`src/design/sdpw_pkg.sv`:
```
// ----------------------------------------------------------------------------
// Short-descriptor page walk package
// Item types, configuration layout, codes and the RAM window check.
// ----------------------------------------------------------------------------
package sdpw_pkg;

   typedef enum logic [1:0] {
      CSR_TABLE_BASE_ZERO = 2'd0,
      CSR_TABLE_BASE_ONE  = 2'd1,
      CSR_SPLIT_BITS      = 2'd2,
      CSR_MMU_PRESENT     = 2'd3
   } csr_index_type;

   typedef enum logic {
      REQ_TRANSLATE = 1'b0,
      REQ_READ_RESP = 1'b1
   } req_kind_type;

   typedef enum logic {
      RESULT_READ_REQ = 1'b0,
      RESULT_DONE     = 1'b1
   } result_kind_type;

   typedef enum logic [1:0] {
      FAULT_NONE     = 2'd0,
      FAULT_INVALID  = 2'd1,
      FAULT_NOT_RAM  = 2'd2,
      FAULT_NO_MMU   = 2'd3
   } fault_type;

   typedef struct packed {
      logic        req_type;
      logic [31:0] virt_addr;
      logic [31:0] read_data;
   } req_item_type;

   typedef struct packed {
      logic        result_kind;
      logic [31:0] read_addr;
      logic [31:0] phys_addr;
      logic [1:0]  fault;
   } rsp_item_type;

   typedef struct packed {
      logic [31:0] table_base_zero;
      logic [31:0] table_base_one;
      logic [2:0]  split_bits;
      logic        mmu_present;
   } cfg_type;

   localparam int unsigned NUM_WINDOWS = 4;

   localparam logic [31:0] WIN_START [NUM_WINDOWS] = '{
      32'h0800_0000, 32'h1800_0000, 32'h1FF0_0000, 32'h2000_0000
   };
   localparam logic [32:0] WIN_END [NUM_WINDOWS] = '{
      33'h0_0818_0000, 33'h0_1860_0000, 33'h0_2000_0000, 33'h0_3000_0000
   };

   // A descriptor word must fit entirely inside one of the RAM windows.
   function automatic logic in_ram(input logic [31:0] addr);
      logic        hit;
      logic [32:0] addr_end;
      hit      = 1'b0;
      addr_end = {1'b0, addr} + 33'd4;
      for (int i = 0; i < NUM_WINDOWS; i++) begin
         if (addr >= WIN_START[i] && {1'b0, addr} < WIN_END[i] &&
             addr_end <= WIN_END[i]) begin
            hit = 1'b1;
         end
      end
      return hit;
   endfunction

endpackage

```
`src/design/sdpw_csr.sv`:
```
// ----------------------------------------------------------------------------
// Short-descriptor page walk configuration registers
// Holds the table bases, split width and MMU presence flag.
// ----------------------------------------------------------------------------
module sdpw_csr import sdpw_pkg::*; (
   input  logic        clock,
   input  logic        reset,
   input  logic        csr_valid,
   output logic        csr_ready,
   input  logic [1:0]  csr_index,
   input  logic [31:0] csr_wdata,
   output cfg_type     cfg
);

   cfg_type cfg_ff;
   cfg_type cfg_in;

   assign csr_ready = 1'b1;
   assign cfg       = cfg_ff;

   always_comb begin
      cfg_in = cfg_ff;
      if (csr_valid) begin
         case (csr_index_type'(csr_index))
            CSR_TABLE_BASE_ZERO: cfg_in.table_base_zero = csr_wdata;
            CSR_TABLE_BASE_ONE:  cfg_in.table_base_one  = csr_wdata;
            CSR_SPLIT_BITS:      cfg_in.split_bits      = csr_wdata[2:0];
            CSR_MMU_PRESENT:     cfg_in.mmu_present     = csr_wdata[0];
            default:             cfg_in = cfg_ff;
         endcase
      end
   end

   always_ff @(posedge clock) begin
      if (reset) begin
         cfg_ff.table_base_zero <= '0;
         cfg_ff.table_base_one  <= '0;
         cfg_ff.split_bits      <= '0;
         cfg_ff.mmu_present     <= 1'b1;
      end else begin
         cfg_ff <= cfg_in;
      end
   end

endmodule

```
`src/design/sdpw_in_stage.sv`:
```
// ----------------------------------------------------------------------------
// Short-descriptor page walk input register
// Captures one item and holds it until the walker takes it.
// ----------------------------------------------------------------------------
module sdpw_in_stage import sdpw_pkg::*; (
   input  logic         clock,
   input  logic         reset,
   input  logic         req_valid,
   output logic         req_stall,
   input  req_item_type req_item,
   input  logic         take,
   output logic         held_valid,
   output req_item_type held_item
);

   logic         valid_ff;
   logic         valid_in;
   req_item_type item_ff;
   logic         accept;

   // Stall only while a held item cannot move on this cycle.
   assign req_stall  = valid_ff && !take;
   assign accept     = req_valid && !req_stall;
   assign held_valid = valid_ff;
   assign held_item  = item_ff;

   always_comb begin
      valid_in = valid_ff;
      if (accept) begin
         valid_in = 1'b1;
      end else if (take) begin
         valid_in = 1'b0;
      end
   end

   always_ff @(posedge clock) begin
      if (reset) begin
         valid_ff <= 1'b0;
      end else begin
         valid_ff <= valid_in;
      end
   end

   always_ff @(posedge clock) begin
      if (accept) begin
         item_ff <= req_item;
      end
   end

endmodule

```
`src/design/sdpw_core.sv`:
```
// ----------------------------------------------------------------------------
// Short-descriptor page walk core
// Decodes one item against the walk state and registers the result item.
// ----------------------------------------------------------------------------
module sdpw_core import sdpw_pkg::*; (
   input  logic         clock,
   input  logic         reset,
   input  cfg_type      cfg,
   input  logic         held_valid,
   input  req_item_type held_item,
   output logic         take,
   output logic         rsp_valid,
   input  logic         rsp_stall,
   output rsp_item_type rsp_item
);

   typedef enum logic [1:0] {
      PHASE_IDLE = 2'd0,
      PHASE_L1   = 2'd1,
      PHASE_L2   = 2'd2
   } phase_type;

   phase_type    phase_ff, phase_in;
   logic [31:0]  held_vaddr_ff, held_vaddr_in;
   logic         rsp_valid_ff, rsp_valid_in;
   rsp_item_type rsp_item_ff;
   rsp_item_type res;
   logic         res_valid;
   logic         out_free;

   logic [6:0]   split_mask;
   logic [31:0]  base;
   logic [31:0]  l1_addr;
   logic [31:0]  l2_addr;
   logic [31:0]  data;
   logic [31:0]  vaddr;

   assign out_free  = !rsp_valid_ff || !rsp_stall;
   assign take      = held_valid && out_free;
   assign rsp_valid = rsp_valid_ff;
   assign rsp_item  = rsp_item_ff;
   assign data      = held_item.read_data;
   assign vaddr     = held_item.virt_addr;

   // Bit i covers virt_addr[25+i]; the top split_bits bits are selected.
   always_comb begin
      for (int i = 0; i < 7; i++) begin
         split_mask[i] = ({1'b0, cfg.split_bits} + 4'(i)) >= 4'd7;
      end
   end

   assign base    = (|(vaddr[31:25] & split_mask)) ? cfg.table_base_one
                                                   : cfg.table_base_zero;
   assign l1_addr = {base[31:14], vaddr[31:20], 2'b00};
   assign l2_addr = {data[31:10], held_vaddr_ff[19:12], 2'b00};

   always_comb begin
      phase_in      = phase_ff;
      held_vaddr_in = held_vaddr_ff;
      res_valid     = 1'b0;
      res           = '0;
      if (take) begin
         if (held_item.req_type == REQ_TRANSLATE) begin
            res_valid = 1'b1;
            if (!cfg.mmu_present) begin
               res.result_kind = RESULT_DONE;
               res.fault       = FAULT_NO_MMU;
               phase_in        = PHASE_IDLE;
            end else if (!in_ram(l1_addr)) begin
               res.result_kind = RESULT_DONE;
               res.fault       = FAULT_NOT_RAM;
               phase_in        = PHASE_IDLE;
            end else begin
               res.result_kind = RESULT_READ_REQ;
               res.read_addr   = l1_addr;
               held_vaddr_in   = vaddr;
               phase_in        = PHASE_L1;
            end
         end else begin
            case (phase_ff)
               PHASE_L1: begin
                  res_valid       = 1'b1;
                  res.result_kind = RESULT_DONE;
                  phase_in        = PHASE_IDLE;
                  case (data[1:0])
                     2'b10: begin
                        if (data[18]) begin
                           res.phys_addr = {data[31:24], held_vaddr_ff[23:0]};
                        end else begin
                           res.phys_addr = {data[31:20], held_vaddr_ff[19:0]};
                        end
                     end
                     2'b01: begin
                        if (in_ram(l2_addr)) begin
                           res.result_kind = RESULT_READ_REQ;
                           res.read_addr   = l2_addr;
                           phase_in        = PHASE_L2;
                        end else begin
                           res.fault = FAULT_NOT_RAM;
                        end
                     end
                     default: res.fault = FAULT_INVALID;
                  endcase
               end
               PHASE_L2: begin
                  res_valid       = 1'b1;
                  res.result_kind = RESULT_DONE;
                  phase_in        = PHASE_IDLE;
                  case (data[1:0])
                     2'b01:   res.phys_addr = {data[31:16], held_vaddr_ff[15:0]};
                     2'b10,
                     2'b11:   res.phys_addr = {data[31:12], held_vaddr_ff[11:0]};
                     default: res.fault     = FAULT_INVALID;
                  endcase
               end
               default: begin
                  // A response with no walk pending is dropped.
                  phase_in = PHASE_IDLE;
               end
            endcase
         end
      end
   end

   always_comb begin
      rsp_valid_in = rsp_valid_ff && rsp_stall;
      if (take) begin
         rsp_valid_in = res_valid;
      end
   end

   always_ff @(posedge clock) begin
      if (reset) begin
         phase_ff      <= PHASE_IDLE;
         held_vaddr_ff <= '0;
         rsp_valid_ff  <= 1'b0;
      end else begin
         phase_ff      <= phase_in;
         held_vaddr_ff <= held_vaddr_in;
         rsp_valid_ff  <= rsp_valid_in;
      end
   end

   always_ff @(posedge clock) begin
      if (take && res_valid) begin
         rsp_item_ff <= res;
      end
   end

endmodule

```
`src/design/short_descriptor_page_walk_top.sv`:
```
// ----------------------------------------------------------------------------
// Short-descriptor page walk top level
// Two-level translation table walker with configuration registers.
// ----------------------------------------------------------------------------
// Each req_ item is either a translate request or the descriptor word that
// memory returns for the walker's last read request; each rsp_ item is a new
// descriptor read request or a finished translation with its fault code. An
// item passes through one input register and one result register, so its
// result is offered on rsp_ once it has moved through both registers, and
// one item can be accepted in every cycle while results are taken. While a
// result waits under rsp_stall, the item in the input register waits behind
// it and req_stall is raised in that same cycle. The walk state updates as
// the item moves from the input register to the result register. A response
// that arrives with no walk pending gives no result. Configuration writes are
// always ready and should be made only while no walk is in progress.
module short_descriptor_page_walk_top import sdpw_pkg::*; (
   input  logic         clock,
   input  logic         reset,
   input  logic         req_valid,
   output logic         req_stall,
   input  req_item_type req_item,
   output logic         rsp_valid,
   input  logic         rsp_stall,
   output rsp_item_type rsp_item,
   input  logic         csr_valid,
   output logic         csr_ready,
   input  logic [1:0]   csr_index,
   input  logic [31:0]  csr_wdata
);

   cfg_type      cfg;
   logic         held_valid;
   req_item_type held_item;
   logic         take;

   sdpw_csr u_csr (
      .clock     (clock),
      .reset     (reset),
      .csr_valid (csr_valid),
      .csr_ready (csr_ready),
      .csr_index (csr_index),
      .csr_wdata (csr_wdata),
      .cfg       (cfg)
   );

   sdpw_in_stage u_in_stage (
      .clock      (clock),
      .reset      (reset),
      .req_valid  (req_valid),
      .req_stall  (req_stall),
      .req_item   (req_item),
      .take       (take),
      .held_valid (held_valid),
      .held_item  (held_item)
   );

   sdpw_core u_core (
      .clock      (clock),
      .reset      (reset),
      .cfg        (cfg),
      .held_valid (held_valid),
      .held_item  (held_item),
      .take       (take),
      .rsp_valid  (rsp_valid),
      .rsp_stall  (rsp_stall),
      .rsp_item   (rsp_item)
   );

endmodule
```
`config.mk`:
```
export PLATFORM = sky130hd
export DESIGN_NAME = short_descriptor_page_walk_top
export DESIGN_NICKNAME = d
export VERILOG_FILES = /design/src/design/sdpw_pkg.sv /design/src/design/sdpw_csr.sv /design/src/design/sdpw_in_stage.sv /design/src/design/sdpw_core.sv /design/src/design/short_descriptor_page_walk_top.sv
export SDC_FILE = /design/constraint.sdc
export NUM_CORES = 1
export LEC_CHECK = 0
export BUFFER_PORTS_ARGS = -buffer_cell sky130_fd_sc_hd__buf_2
export CAP_MARGIN = 20
export CORE_MARGIN = 2
export CORE_UTILIZATION = 50
export DETAILED_ROUTE_END_ITERATION = 6
export PLACE_DENSITY = 0.76
export SYNTH_ARGS = -nofsm -noshare
export SYNTH_HDL_FRONTEND = slang
export SYNTH_SLANG_ARGS = --single-unit
```
`constraint.sdc`:
```
create_clock -name clock -period 6.97 [get_ports clock]
set_input_delay 0.3485 -clock clock [delete_from_list [all_inputs] [get_ports clock]]
set_output_delay 0.3485 -clock clock [all_outputs]
set_load 0.01 [all_outputs]
```
# ---- Word-level counts from Yosys, hierarchy flattened
# Cells that the tools add are included.
dict set report totals {
  ff_bits 228
  latch_bits 0
  ram_bits 0
  rom_bits 0
  input_bits 104
  output_inout_bits 70
  word_cells 149
  memories 0
}
dict set report classes {
  add_sub_neg 8
  multipliers 0
  div_mod_pow 0
  n_lt_le_gt_ge 31
  n_eq_ne 8
  shift 0
  mux 47
  n_bitwise 2
  reduce_logical 38
}
# op n
set ops {}
lappend ops {{32-bit two-way mux} 5}
lappend ops {{33-bit by 30-bit <= comparator with 1-bit output (second input constant)} 4}
lappend ops {{32-bit by 29-bit greater-or-equal comparator with 1-bit output (second input constant)} 4}
lappend ops {{32-bit by 30-bit less-than comparator with 1-bit output (second input constant)} 4}
lappend ops {{33-bit two-way mux} 3}
lappend ops {{34-bit case mux with 2 select lines} 1}
lappend ops {{32-bit by 3-bit adder with 33-bit output (second input constant)} 2}
lappend ops {{33-bit by 28-bit <= comparator with 1-bit output (second input constant)} 2}
lappend ops {{33-bit by 29-bit <= comparator with 1-bit output (second input constant)} 2}
lappend ops {{32-bit by 28-bit greater-or-equal comparator with 1-bit output (second input constant)} 2}
lappend ops {{32-bit by 30-bit greater-or-equal comparator with 1-bit output (second input constant)} 2}
lappend ops {{32-bit by 28-bit less-than comparator with 1-bit output (second input constant)} 2}
lappend ops {{32-bit by 29-bit less-than comparator with 1-bit output (second input constant)} 2}
lappend ops {{32-bit case mux with 2 select lines} 1}
lappend ops {{1-bit two-way mux} 25}
lappend ops {{4-bit by 3-bit greater-or-equal comparator with 1-bit output (second input constant)} 6}
lappend ops {{24-bit two-way mux} 1}
lappend ops {{1-bit logical AND} 21}
lappend ops {{2-bit two-way mux} 9}
lappend ops {{3-bit by 3-bit adder with 4-bit output (second input constant)} 3}
lappend ops {{2-bit equality test (second input constant)} 5}
lappend ops {{2-bit AND reduction} 5}
lappend ops {{3-bit by 2-bit adder with 4-bit output (second input constant)} 2}
lappend ops {{7-bit bitwise AND} 1}
lappend ops {{14 further kinds} 20}

# ---- Logic depth before layout (Yosys ltp)
# Gate-level depths: netlist of the first run.
dict set report logic_depth {
  ltp_word 18
  depth_mapped 16
  mapped_depth_nobuf 12
}

# ---- Hierarchy
# From an unflattened synthesis of the first run, not the netlist that was laid out.
dict set report hier_totals {
  hier_cells 723
  area_unflattened_um2 9371.5
}
# module instances cells_per_inst area_per_inst_um2 seq_area_each_um2
set modules_own_cells {}
lappend modules_own_cells {sdpw_core 1 391 4528.1 2492.4}
lappend modules_own_cells {sdpw_csr 1 263 2841.5 1361.3}
lappend modules_own_cells {sdpw_in_stage 1 69 2001.9 1971.9}

# ---- Worst setup path after synthesis of the first run
# No wires, ideal clock.
dict set report synth_timing {
  path_type {reg-to-reg}
  start {register u_core.phase_ff[0]}
  end {register u_core.rsp_item_ff (netlist bit u_core.rsp_item[0]) (enable)}
  setup_time_ps 511
  arrival_ps 3879
  required_time_ps 6459
  slack_ps 2579
  stages_incl_launch_ff 4
  n_path_buf 0
  synth_period_minus_slack_ps 4391
  path_cell_list {dfxtp_1 inv_1 ha_1 a21oi_1}
}
dict set report synth_via {
  elab_chain_cells 6
  word_cells_on_any_way 7
  classes_between {eq/ne (2); mux (3); reduce/logical (2)}
}
# element line
set synth_rtl {}
lappend synth_rtl {{from (decl)} sdpw_core.sv:23} ;# phase_type phase_ff, phase_in;
lappend synth_rtl {{from (signal assigned)} sdpw_core.sv:138} ;# phase_ff <= phase_in;
lappend synth_rtl {{2-bit equality test / 2-bit by 1-bit equality test with 1-bit output (equally long branches)} sdpw_core.sv:80} ;# case (phase_ff)
lappend synth_rtl {{2-bit OR reduction (no source line) (*)} --}
lappend synth_rtl {{1-bit two-way mux (*)} sdpw_core.sv:80}
lappend synth_rtl {{1-bit two-way mux (*)} sdpw_core.sv:63} ;# if (held_item.req_type == REQ_TRANSLATE) begin
lappend synth_rtl {{1-bit two-way mux (*)} sdpw_core.sv:62} ;# if (take) begin
lappend synth_rtl {{1-bit logical AND (*)} sdpw_core.sv:145} ;# if (take && res_valid) begin
lappend synth_rtl {{to (signal assigned)} sdpw_core.sv:146} ;# rsp_item_ff <= res;
lappend synth_rtl {{to (decl)} sdpw_core.sv:26} ;# rsp_item_type rsp_item_ff;
# Mark *: on every way between the ends. The rest lies on a longest branch, timed or not.
# A chain may end at the register's enable or synchronous reset.

# ---- Final worst setup path of the first run
dict set report layout_timing {
  start {register u_csr.cfg_ff (netlist bit u_csr.cfg[1])}
  end {register u_core.rsp_item_ff (netlist bit u_core.rsp_item[50]), data pin}
}
dict set report layout_via {
  elab_chain_cells 18
  word_cells_on_any_way 47
  classes_between {add/sub (7); order compare (19); mux (11); bitwise (1); reduce/logical (9)}
}
# element line
set layout_rtl {}
lappend layout_rtl {{from (decl)} sdpw_csr.sv:15} ;# cfg_type cfg_ff;
lappend layout_rtl {{from (signal assigned)} sdpw_csr.sv:41} ;# cfg_ff <= cfg_in;
lappend layout_rtl {{3-bit by 1-bit adder with 4-bit output, or another cell as far along} sdpw_core.sv:48} ;# split_mask[i] = ({1'b0, cfg.split_bits} + 4'(i)) >= 4'd7;
lappend layout_rtl {{4-bit by 3-bit greater-or-equal comparator with 1-bit output} sdpw_core.sv:48}
lappend layout_rtl {{7-bit bitwise AND (*)} sdpw_core.sv:52} ;# assign base = (|(vaddr[31:25] & split_mask)) ? cfg.table_base_one
lappend layout_rtl {{7-bit OR reduction (*)} sdpw_core.sv:52}
lappend layout_rtl {{32-bit two-way mux (*)} sdpw_core.sv:52}
lappend layout_rtl {{32-bit by 3-bit adder with 33-bit output, or another cell as far along} sdpw_pkg.sv:65} ;# addr_end = {1'b0, addr} + 33'd4;
lappend layout_rtl {{33-bit by 28-bit <= comparator with 1-bit output / 1-bit logical AND (equally long branches)} {sdpw_pkg.sv:68, sdpw_pkg.sv:67}}
lappend layout_rtl {{1-bit logical AND} sdpw_pkg.sv:67} ;# if (addr >= WIN_START[i] && {1'b0, addr} < WIN_END[i] &&
lappend layout_rtl {{1-bit two-way mux (4 in a row)} sdpw_pkg.sv:67}
lappend layout_rtl {{1-bit two-way mux} sdpw_core.sv:65} ;# if (!cfg.mmu_present) begin
lappend layout_rtl {{1-bit two-way mux} sdpw_core.sv:63}
lappend layout_rtl {{1-bit two-way mux} sdpw_core.sv:62}
lappend layout_rtl {{32-bit two-way mux (*)} sdpw_core.sv:69} ;# end else if (!in_ram(l1_addr)) begin
lappend layout_rtl {{32-bit two-way mux (*)} sdpw_core.sv:65}
lappend layout_rtl {{33-bit two-way mux (*)} sdpw_core.sv:63}
# Mark *: on every way between the ends. The rest lies on a longest branch, timed or not. The select of a mux whose other input is x is not followed.

==> impl_summary.log, run 1 <==
[metrics] max-cap violation count: 0
[metrics] post-synthesis area per instance: 9.97 um^2
[metrics] Final period util: 69.4%
[metrics] maximum number of pins on one net before global-route repair: 58
[metrics] global route total overflow: 0
[metrics] CTS tree: done
[metrics] vias after detailed routing: 8222
[metrics] Max-slew headroom: 30.3%
[metrics] async set-reset flop share out of synthesis: 0%
[metrics] crit-path max FO: 23
[metrics] Die X-Extent: 144 um
[metrics] Least-Margin Pin Slew: 1040 ps
[metrics] vertical die dimension: 144 um
[metrics] worst min path class: in2reg
[metrics] worst hold path cell count: 1
[metrics] Final Hold Viols: 0
[metrics] post-layout total power: 2490 uW
[metrics] signed area change from the synthesized netlist to the final layout: 15.4%
[metrics] Crit Path Class: reg2reg
[metrics] placement row count: 51
[metrics] kind of start point of the critical path: flop
[metrics] setup repair after global routing missed its margin: no
[metrics] Worst EP required: 7090 ps
[metrics] # Post-CTS Setup Buffers: 0
[metrics] post-layout min period: 4840 ps
[metrics] critical path arrival: 4960 ps
[metrics] Max Buffers Root-to-Sink: 2
[metrics] sink count of the clock tree: 190
[metrics] P_leak: 0.00398 uW
[metrics] cells on worst reg2reg path: 12
[metrics] number of antenna violations at the first check in global routing: 0
[metrics] number of ports placed on the die boundary: 174
[metrics] TritonCTS buffer count: 17
[metrics] Vias per Instance: 5.98
[metrics] die area: 0.0207 mm^2
[metrics] number of antenna cells inserted: 0
[metrics] worst-case vdd ir drop: 164 uV
[metrics] insertion delay of the later-clocked pin in the worst-skew pair: 450 ps
[metrics] worst-case clock skew: 24.9 ps
[metrics] highest clock frequency the design can meet: 0.207 GHz
[metrics] share of layout cells above drive strength 1: 19.0%
[metrics] drt pass-1 iters: 5
[metrics] non-filler cells, final: 1374
[metrics] count of flip-flops with a built-in enable after synthesis: 122
[metrics] final setup fails: 0
[metrics] area of the mapped netlist: 0.00979 mm^2
[metrics] number of distinct library cell variants in the gate-level netlist after synthesis: 76
[metrics] post-cts resize count: 0
[metrics] violation count after the first detailed-routing iteration: 982
[metrics] final antenna-violating net count: 0
[metrics] post-route setup TNS: 0 ps
[metrics] CTS HTree Levels: 4
[metrics] placed cell count: 1341
[metrics] HPWL Detailed: 18100 um
[metrics] count of buffers from port buffering: 151
[metrics] Clk pin slew, worst setup/hold paths: 90 ps
[metrics] wire length per cell after detailed routing: 18.6 um
[metrics] clk root buf: clkbuf_16
[metrics] GPL Wtd Cong: 0.974
[metrics] outcome: finished, final reports clean
[metrics] initial core utilization: 50.7%
[metrics] number of inserted filler cells in the final layout: 1629
[metrics] wire length of the first global-routing pass: 39500 um
[metrics] share of synthesized area occupied by flip-flops and latches: 51.3%
[metrics] Final Max Slew Viols: 0
[metrics] number of DRC violations after detailed routing: 0
[metrics] number of nets in the layout: 1220
[metrics] crit path capture type: flop
[metrics] vias in the first global route: 7348
[metrics] number of synthesized register bits: 190
[metrics] placeable core region: 0.0193 mm^2
[metrics] total of hold buffers inserted after clock tree synthesis: 0
[metrics] Routed Wire Length: 25600 um
[metrics] Synthesis Warnings: 0
[metrics] GRT Resource Usage Total: 24.8%
[metrics] commonest register cell after synthesis: edfxtp_1
[metrics] power per unit of standard cell area: 220 mW/mm^2
[metrics] Worst Hold Margin: 62.4 ps
[metrics] Mapped Cells: 982
==> cell families (layout without fill, tap and decap cells) <==
group	after synthesis	count (layout)	share of synthesized area, %
adders and majority gates	20	20	2.56
DFF	190	190	51.3
and+or+nand+nor	406	406	21.2
AOI/OAI and AO/OA	209	209	14.8
other	2	5	0.0767
xor gates and xnor gates	16	16	1.43
buffers and inverters	97	221	4.29
muxes	42	42	4.33
==> layer usage <==
metal	share of wire [%]	track usage, %	vias up
met4	2.5	9.44	0
met1	44	34.5	3884
met3	8.2	5.36	47
met5	0	0	-
li1	-	-	3880
met2	46	38.2	411
==> area by class of cell <==
cell class / instances / area, um^2 / area share, %
Sequential cell: 190 / 5020 / 44.5
Multi-Input combinational cell: 698 / 4380 / 38.7
Timing Repair Buffer: 158 / 812 / 7.19
Clock buffer: 17 / 425 / 3.76
Tap cell: 265 / 332 / 2.93
Clock inverter: 15 / 211 / 1.87
Inverter: 31 / 116 / 1.03
==> state kept, by name, indices dropped and copies added (netlist names) <==
signal,cells
u_in_stage.held_valid,1
u_core.phase_ff,2
u_core.rsp_valid,1
u_core.held_vaddr_ff,24
u_in_stage.held_item,57
u_csr.cfg,40
u_core.rsp_item,65
==> through the flow <==
| step | worst slack, ps | cell area [um^2] | util [%] |
|---|---|---|---|
| 2_1_floorplan | 2580 | 9800 | - |
| 6_report | 2130 | 11300 | 58.4 |
| 3_5_place_dp | 2280 | 10700 | 55.1 |
| 4_1_cts | 2260 | 11300 | 58.4 |
| 5_1_grt | 1820 | 11300 | 58.4 |
| 3_3_place_gp | 2370 | 10700 | 55.1 |
==> worst paths after layout <==
path	start	endpoint	slack, ps
setup / recovery	u_csr.cfg[1]$_SDFFE_PP0P_	u_core.rsp_item[50]$_SDFFCE_PN0P_	2130
hold / removal	req_item[41]	u_in_stage.held_item[41]$_DFFE_PP_	60
setup reg to reg	u_csr.cfg[1]$_SDFFE_PP0P_	u_core.rsp_item[50]$_SDFFCE_PN0P_	2130
hold reg to reg	u_core.held_vaddr_ff[6]$_SDFFE_PP0P_	u_core.held_vaddr_ff[6]$_SDFFE_PP0P_	460
==> critical path, cell delays in order, from the launching register on <==
cell,delay [ps]
dfxtp_1,500
nand2_1,130
ha_1,300
and4b_1,190
a311oi_1,300
nand4_1,810
buf_4,540
nand3_1,130
a221oi_2,90
and3_1,220
a211o_1,330
o21ai_2,670
o2bb2ai_1,290
==> power by group <==
part           switching, uW  total [uW]  internal, uW
sequential              50.9        1290          1240
clock                    519        1020           505
combinational            109         179          70.0
total                    679        2490          1810
==> synthesized netlist by cell type, drive strengths merged, types with 4 or more instances <==
cell type / instances / share of area [%]
nor3: 21 / 1.1
nor4: 21 / 1.7
o21a: 4 / 0.31
nand4: 36 / 2.4
dfxtp: 68 / 14
nor3b: 4 / 0.31
a211o: 7 / 0.63
a21o: 4 / 0.31
a22oi: 8 / 0.61
o31ai: 11 / 0.84
clkbuf: 44 / 1.7
o221ai: 5 / 0.45
mux2i: 39 / 4.0
nand2: 155 / 5.9
a21boi: 4 / 0.42
nand3: 29 / 1.5
nand2b: 6 / 0.38
o2bb2ai: 13 / 1.2
a21oi: 61 / 3.1
o211ai: 9 / 0.69
o2111ai: 5 / 0.45
buf: 22 / 1.4
a31oi: 13 / 0.83
nor2: 56 / 2.2
and3: 13 / 0.83
or4: 4 / 0.31
o21ai: 18 / 0.96
ha: 20 / 2.6
edfxtp: 122 / 37
o22ai: 10 / 0.64
a211oi: 7 / 0.59
or3: 9 / 0.68
a22o: 11 / 0.98
inv: 30 / 1.1
xnor2: 13 / 1.2
and4: 10 / 0.89
and2: 24 / 1.5
nor2b: 7 / 0.45
==> placed cells by master (no fill, tap or decap), types with 15 or more instances in the layout <==
cell type  count
a21oi_1       60
and2_1        24
buf_2        151
clkbuf_16     17
dfxtp_1       68
edfxtp_1     122
ha_1          20
inv_1         29
mux2i_1       39
nand2_1      155
nand3_1       28
nand4_1       35
nor2_1        55
nor3_1        21
nor4_1        18
o21ai_0       15
Note: power is estimated with default switching activity, not from simulation.
==> run 2: changes to the inputs <==
--- a/config.mk
+++ b/config.mk
@@ -10,7 +10,7 @@
 export CORE_MARGIN = 2
 export CORE_UTILIZATION = 50
 export DETAILED_ROUTE_END_ITERATION = 6
-export PLACE_DENSITY = 0.76
+export PLACE_DENSITY = 0.78
 export SYNTH_ARGS = -nofsm -noshare
 export SYNTH_HDL_FRONTEND = slang
 export SYNTH_SLANG_ARGS = --single-unit
==> constraint.sdc (replaced) <==
create_clock -name clock -period 4.2 [get_ports clock]
set_input_delay 0.21 -clock clock [delete_from_list [all_inputs] [get_ports clock]]
set_output_delay 0.21 -clock clock [all_outputs]
set_load 0.01 [all_outputs]
==> run 2 against run 1 <==
Effect of this change:
- die area is the same
- clock power grew 71%
- fmax grew 25%
- global-route usage grew 0.91 points
- sequential power grew 65%
- non-clock buffer count grew 72
- power grew 70%
- largest cell class unchanged
- critical path type unchanged
==> impl_summary.log, run 2 (synthesis gave the netlist of run 1 again) <==
[metrics] outcome: finished, final reports clean (unchanged)
[metrics] cells on worst reg2reg path: 12 (unchanged)
[metrics] vias after detailed routing: 8443 (was 8222)
[metrics] number of antenna cells inserted: 0 (unchanged)
[metrics] signed area change from the synthesized netlist to the final layout: 23.0% (was 15.4%)
[metrics] global route total overflow: 0 (unchanged)
[metrics] met1 WL: 11300 um (was 11100 um)
[metrics] worst setup path start: u_csr.cfg[1]$_SDFFE_PP0P_ (unchanged)
[metrics] setup repair after global routing missed its margin: no (unchanged)
[metrics] final antenna-violating net count: 0 (unchanged)
[metrics] share of layout cells above drive strength 1: 18.7% (was 19.0%)
[metrics] amount of wire on met3 after detailed routing: 2020 um (was 2110 um)
[metrics] vertical die dimension: 144 um (unchanged)
[metrics] max reg flops: 65 (unchanged)
[metrics] worst min path class: in2reg (unchanged)
[metrics] power per unit of standard cell area: 350 mW/mm^2 (was 220 mW/mm^2)
[metrics] Die X-Extent: 144 um (unchanged)
[metrics] Max Buffers Root-to-Sink: 2 (unchanged)
[metrics] P_leak: 0.00429 uW (was 0.00398 uW)
[metrics] insertion delay of the later-clocked pin in the worst-skew pair: 460 ps (was 450 ps)
[metrics] post-route setup TNS: 0 ps (unchanged)
[metrics] most used cells in the layout excluding fill and tap cells: nand2_1, buf_2, edfxtp_1 (unchanged)
[metrics] routed wire length on met2: 12500 um (was 11700 um)
[metrics] number of nets in the layout: 1292 (was 1220)
[metrics] wire length per cell after detailed routing: 18.3 um (was 18.6 um)
[metrics] worst-case clock skew: 17.7 ps (was 24.9 ps)
[metrics] Final Max Slew Viols: 0 (unchanged)
[metrics] worst hold start: csr_wdata[19] (was req_item[41])
[metrics] kind of start point of the critical path: flop (unchanged)
[metrics] uppermost routed layer: met4 (unchanged)
[metrics] initial core utilization: 50.7% (unchanged)
[metrics] Max-slew headroom: 33.9% (was 30.3%)
[metrics] leading cell type in the layout, fill and taps excluded: nand2_1 (unchanged)
[metrics] crit-path max FO: 23 (unchanged)
[metrics] HPWL Detailed: 18000 um (was 18100 um)
[metrics] Crit Path Class: reg2reg (unchanged)
[metrics] wire length of the first global-routing pass: 41100 um (was 39500 um)
[metrics] critical path arrival: 4130 ps (was 4960 ps)
[metrics] worst reg2reg startpoint: u_csr.cfg[1]$_SDFFE_PP0P_ (unchanged)
[metrics] Clk pin slew, worst setup/hold paths: 90 ps (about the same)
[metrics] sink count of the clock tree: 190 (unchanged)
[metrics] post-layout min period: 3860 ps (was 4840 ps)
[metrics] Routed Wire Length: 26400 um (was 25600 um)
[metrics] endpoint of the worst setup timing path: u_core.rsp_item[52]$_SDFFCE_PN0P_ (was u_core.rsp_item[50]$_SDFFCE_PN0P_)
[metrics] Vias per Instance: 5.84 (was 5.98)
[metrics] GPL Wtd Cong: 1.03 (was 0.974)
[metrics] clk root buf: clkbuf_16 (unchanged)
[metrics] TritonCTS buffer count: 17 (unchanged)
[metrics] number of DRC violations after detailed routing: 0 (unchanged)
[metrics] post-layout total power: 4220 uW (was 2490 uW)
[metrics] end-of-flow core utilization: 62.3% (was 58.4%)
[metrics] crit path capture type: flop (unchanged)
[metrics] CTS HTree Levels: 4 (unchanged)
[metrics] Final period util: 91.8% (was 69.4%)
[metrics] max-cap violation count: 0 (unchanged)
[metrics] worst-case vdd ir drop: 247 uV (was 164 uV)
[metrics] terminus of the critical flop-to-flop path: u_core.rsp_item[52]$_SDFFCE_PN0P_ (was u_core.rsp_item[50]$_SDFFCE_PN0P_)
[metrics] placement row count: 51 (unchanged)
[metrics] Final Hold Viols: 0 (unchanged)
[metrics] die area: 0.0207 mm^2 (unchanged)
[metrics] violation count after the first detailed-routing iteration: 926 (was 982)
[metrics] # Post-CTS Setup Buffers: 0 (unchanged)
[metrics] maximum number of pins on one net before global-route repair: 58 (unchanged)
[metrics] Worst EP required: 4480 ps (was 7090 ps)
[metrics] count of buffers from port buffering: 151 (unchanged)
[metrics] drt pass-1 iters: 6 (was 5)
[metrics] number of ports placed on the die boundary: 174 (unchanged)
[metrics] final setup fails: 0 (unchanged)
[metrics] Least-Margin Pin Slew: 989 ps (was 1040 ps)
[metrics] placeable core region: 0.0193 mm^2 (unchanged)
[metrics] GRT Resource Usage Total: 25.8% (was 24.8%)
[metrics] highest clock frequency the design can meet: 0.259 GHz (was 0.207 GHz)
[metrics] vias in the first global route: 7950 (was 7348)
[metrics] number of antenna violations at the first check in global routing: 0 (unchanged)
[metrics] reg2reg setup slack: 340 ps (was 2130 ps)
[metrics] CTS tree: done (unchanged)
## run 2: how the worst min path moves through the flow
| stage | to | slack, ps | depth (start not counted) |
|---|---|---|---|
| after floorplan | u_in_stage.held_item[0]$_DFFE_PP_ | 310 | 0 |
| after global placement | u_in_stage.held_item[34]$_DFFE_PP_ | 390 | 1 |
| after detailed placement | u_in_stage.held_item[35]$_DFFE_PP_ | 390 | 1 |
| after CTS | u_csr.cfg[1]$_SDFFE_PP0P_ | 1 | 3 |
| after global routing | u_csr.cfg[52]$_SDFFE_PP0P_ | 0.2 | 3 |
| final | u_csr.cfg[55]$_SDFFE_PP0P_ | 6 | 3 |
## run 2: final cells by class
type	instances	area [um^2]
fill	1545	7280
sequential	190	5020
multi-input combinational	698	4390
timing repair buffer	230	1540
clock buffer	17	425
tap	265	332
clock inverter	15	223
inverter	31	116
## run 2: worst max-delay path: stages (launching register included)
cell and delay (ps):
dfxtp_1 510, nand2_1 130, ha_1 300, and4b_1 190
a311oi_1 310, nand4_1 230, buf_4 280, a211o_1 260
a221oi_2 320, o211ai_1 190, a211oi_2 480, o21ai_4 230
o2bb2ai_1 260
## run 2: repair_timing
action | 4_1_cts | 5_1_grt
setup endpoints to repair | 0 | 19
gates resized for setup | 0 | 2
hold buffers | 64 | 0
hold endpoints to repair | 66 | 0
## run 2: routing by layer
metal,vias to the layer above,GRT usage [%]
met5,-,0
met3,47,5.70
met4,0,8.15
met1,4000,34.2
met2,381,42.2
li1,4015,-
## run 2: stage by stage
stage                     instances  setup slack, ps  cell area [um^2]  hold WS [ps]
final                          1446              344             12100          5.56
after global routing           1446              116             12100         0.243
after CTS                      1445              184             12000          1.37
after detailed placement       1349              203             10700           388
after global placement         1349              313             10700           386
after floorplan                 985              581              9810           309
## run 2: power by group
part,switching [uW],total [uW],internal (uW)
logic,195,355,161
registers,78.9,2130,2050
clock network,889,1740,846
==> run 3: changes to the inputs <==
--- a/config.mk
+++ b/config.mk
@@ -10,6 +10,7 @@
 export CORE_MARGIN = 2
 export CORE_UTILIZATION = 50
 export DETAILED_ROUTE_END_ITERATION = 6
+export HOLD_SLACK_MARGIN = 0.12
 export PLACE_DENSITY = 0.78
 export SYNTH_ARGS = -nofsm -noshare
 export SYNTH_HDL_FRONTEND = slang
==> run 3 against run 2 <==
Effect of this change:
- via count grew 1.2%
- clock power is essentially flat
- sequential power is essentially flat
- non-clock buffer count grew 16
- combinational power grew 3%
- global-route usage grew 0.18 points
- register-to-register slack gained 20 ps
- first-iteration DRC count shrank 7.1%
- largest power group unchanged
- design area grew 1.3%
- clock-buffer cell count is the same
- critical path type unchanged
- routed wire length grew 0.59%
==> impl_summary.log, run 3 (synthesis gave the netlist of run 1 again) <==
[metrics] stage delay of the slowest cell on the critical path: 510 ps (about the same)
[metrics] initial core utilization: 50.7% (unchanged)
[metrics] die area: 0.0207 mm^2 (unchanged)
[metrics] placement row count: 51 (unchanged)
[metrics] crit path capture type: flop (unchanged)
[metrics] number of nets in the layout: 1308 (was 1292)
[metrics] critical path arrival: 4140 ps (was 4130 ps)
[metrics] post-layout min period: 3840 ps (was 3860 ps)
[metrics] P_leak: 0.00436 uW (was 0.00429 uW)
[metrics] wire length per cell after detailed routing: 18.2 um (was 18.3 um)
[metrics] worst-case vdd ir drop: 246 uV (was 247 uV)
[metrics] reg2reg setup slack: 360 ps (was 340 ps)
[metrics] drt pass-1 iters: 6 (unchanged)
[metrics] global route total overflow: 0 (unchanged)
[metrics] outcome: finished, final reports clean (unchanged)
[metrics] power per unit of standard cell area: 346 mW/mm^2 (was 350 mW/mm^2)
[metrics] Least-Margin Pin Slew: 993 ps (was 989 ps)
[metrics] violation count after the first detailed-routing iteration: 860 (was 926)
[metrics] vertical die dimension: 144 um (unchanged)
[metrics] share of total power in the clock network: 40.9% (was 41.1%)
[metrics] post-route setup TNS: 0 ps (unchanged)
[metrics] most used cells in the layout excluding fill and tap cells: nand2_1, buf_2, edfxtp_1 (unchanged)
[metrics] worst-path cell chain: nand2_1 -> ha_1 -> and4b_1 -> a311oi_1 -> nand4_1 -> buf_4 -> a211o_1 -> a221oi_2 -> o211ai_1 -> a211o_1 -> a21boi_4 -> buf_12 -> a22o_1 (was nand2_1 -> ha_1 -> and4b_1 -> a311oi_1 -> nand4_1 -> buf_4 -> a211o_1 -> a221oi_2 -> o211ai_1 -> a211oi_2 -> o21ai_4 -> o2bb2ai_1)
[metrics] clk root buf: clkbuf_16 (unchanged)
[metrics] GRT Resource Usage Total: 25.9% (was 25.8%)
[metrics] Switching Fraction: 27.4% (was 27.6%)
[metrics] CTS HTree Levels: 4 (unchanged)
[metrics] # Post-CTS Setup Buffers: 0 (unchanged)
[metrics] combinational share of power: 8.7% (was 8.4%)
[metrics] share of layout cells above drive strength 1: 18.5% (was 18.7%)
[metrics] Worst Hold Margin: 144 ps (was 5.56 ps)
[metrics] Routed Wire Length: 26600 um (was 26400 um)
[metrics] leading cell type in the layout, fill and taps excluded: nand2_1 (unchanged)
[metrics] wire length of the first global-routing pass: 41400 um (was 41100 um)
[metrics] Final Max Slew Viols: 0 (unchanged)
[metrics] highest clock frequency the design can meet: 0.261 GHz (was 0.259 GHz)
[metrics] number of inserted filler cells in the final layout: 1536 (was 1545)
[metrics] cell type with the highest occurrence count on the critical path: a211o_1
[metrics] Crit path max-delay family: compound AO/OA/AOI/OAI gates (unchanged)
[metrics] number of antenna cells inserted: 0 (unchanged)
[metrics] worst-case clock skew: 15.6 ps (was 17.7 ps)
[metrics] non-filler cells, final: 1462 (was 1446)
[metrics] GPL Wtd Cong: 1.03 (unchanged)
[metrics] number of ports placed on the die boundary: 174 (unchanged)
[metrics] Final period util: 91.3% (was 91.8%)
[metrics] max reg flops: 65 (unchanged)
[metrics] setup repair after global routing missed its margin: no (unchanged)
[metrics] Final Hold Viols: 0 (unchanged)
[metrics] signed area change from the synthesized netlist to the final layout: 24.7% (was 23.0%)
[metrics] placeable core region: 0.0193 mm^2 (unchanged)
[metrics] worst min path class: in2reg (unchanged)
[metrics] final antenna-violating net count: 0 (unchanged)
[metrics] Non-Filler Cell Area, Final: 0.0122 mm^2 (was 0.0121 mm^2)
[metrics] Max-slew headroom: 33.6% (was 33.9%)
[metrics] kind of start point of the critical path: flop (unchanged)
[metrics] net switching power figure: 1160 uW (about the same)
[metrics] maximum number of pins on one net before global-route repair: 58 (unchanged)
[metrics] slowest stage cell on the critical path: dfxtp_1 (unchanged)
[metrics] sink count of the clock tree: 190 (unchanged)
[metrics] sequential fraction of design power: 50.4% (about the same)
[metrics] Worst EP required: 4500 ps (was 4480 ps)
[metrics] HPWL Detailed: 18000 um (unchanged)
[metrics] max-cap violation count: 0 (unchanged)
[metrics] worst path bufs/invs: 2 (was 1)
[metrics] insertion delay of the later-clocked pin in the worst-skew pair: 450 ps (was 460 ps)
[metrics] final setup fails: 0 (unchanged)
[metrics] vias after detailed routing: 8542 (was 8443)
[metrics] number of DRC violations after detailed routing: 0 (unchanged)
[metrics] Crit Path Class: reg2reg (unchanged)
[metrics] Post-Place Cell Area: 0.0107 mm^2 (unchanged)
[metrics] placed cell count: 1349 (unchanged)
[metrics] Clk pin slew, worst setup/hold paths: 80 ps (was 90 ps)
[metrics] number of antenna violations at the first check in global routing: 0 (unchanged)
[metrics] vias in the first global route: 8002 (was 7950)
[metrics] Cell Int Power: 3070 uW (was 3060 uW)
[metrics] Max Buffers Root-to-Sink: 2 (unchanged)
[metrics] Vias per Instance: 5.84 (about the same)
[metrics] TritonCTS buffer count: 17 (unchanged)
[metrics] count of buffers from port buffering: 151 (unchanged)
[metrics] Die X-Extent: 144 um (unchanged)
[metrics] CTS tree: done (unchanged)
[metrics] crit-path max FO: 34 (was 23)
## run 3: per-layer routing
metal	global-route usage [%]	share of wire (%)	up-vias
met5	0	0	-
met4	8.31	2.1	0
met3	5.70	7.6	44
met2	42.4	48	386
met1	34.5	43	4066
li1	-	-	4046
## run 3: per-stage QoR
| stage | util (%) | setup WS (ps) | power (uW) |
|---|---|---|---|
| 2_1_floorplan | - | 581 | 2340 |
| 3_3_place_gp | 55.6 | 313 | 2470 |
| 3_5_place_dp | 55.6 | 203 | 2470 |
| 4_1_cts | 63.0 | 184 | 4240 |
| 5_1_grt | 63.2 | 116 | 4360 |
| 6_report | 63.2 | 364 | 4230 |
## run 3: power groups by stage
stage / clock network, uW / logic, uW / registers, uW
after floorplan: 0 / 206 / 2140
after global routing: 1820 / 403 / 2140
after CTS: 1750 / 361 / 2130
after global placement: 0 / 298 / 2170
final: 1730 / 367 / 2130
after detailed placement: 0 / 302 / 2170
## run 3: final timing paths
kind,startpoint,to,cells after the start
setup reg to reg,u_csr.cfg[1]$_SDFFE_PP0P_,u_core.rsp_item[41]$_SDFFCE_PN0P_,13
hold / removal,csr_index[1],u_csr.cfg[55]$_SDFFE_PP0P_,4
hold reg to reg,u_core.held_vaddr_ff[5]$_SDFFE_PP0P_,u_core.held_vaddr_ff[5]$_SDFFE_PP0P_,2
setup / recovery,u_csr.cfg[1]$_SDFFE_PP0P_,u_core.rsp_item[41]$_SDFFCE_PN0P_,13
## run 3: repair_timing
action	in CTS	in global routing
resized for setup	0	2
setup endpoints to repair	0	19
hold endpoints to repair	99	0
hold buffers	80	0
## run 3: final cells by class
type                    instances  area (um^2)  area share, %
well taps                     265          332           2.72
clock inverters                15          223           1.82
inverters                      31          116          0.953
multi-input cells             698         4390           36.0
flip-flops and latches        190         5020           41.2
clock buffers                  17          425           3.48
repair buffers                246         1700           13.9
## run 3: worst register-to-register path, delay by kind of cell, from the launching register on
| family | cells | cell delay, ps |
|---|---|---|
| compound gates | 7 | 1830 |
| fa+ha+maj | 1 | 300 |
| buf+inv | 2 | 520 |
| flops | 1 | 510 |
| simple gates | 3 | 550 |
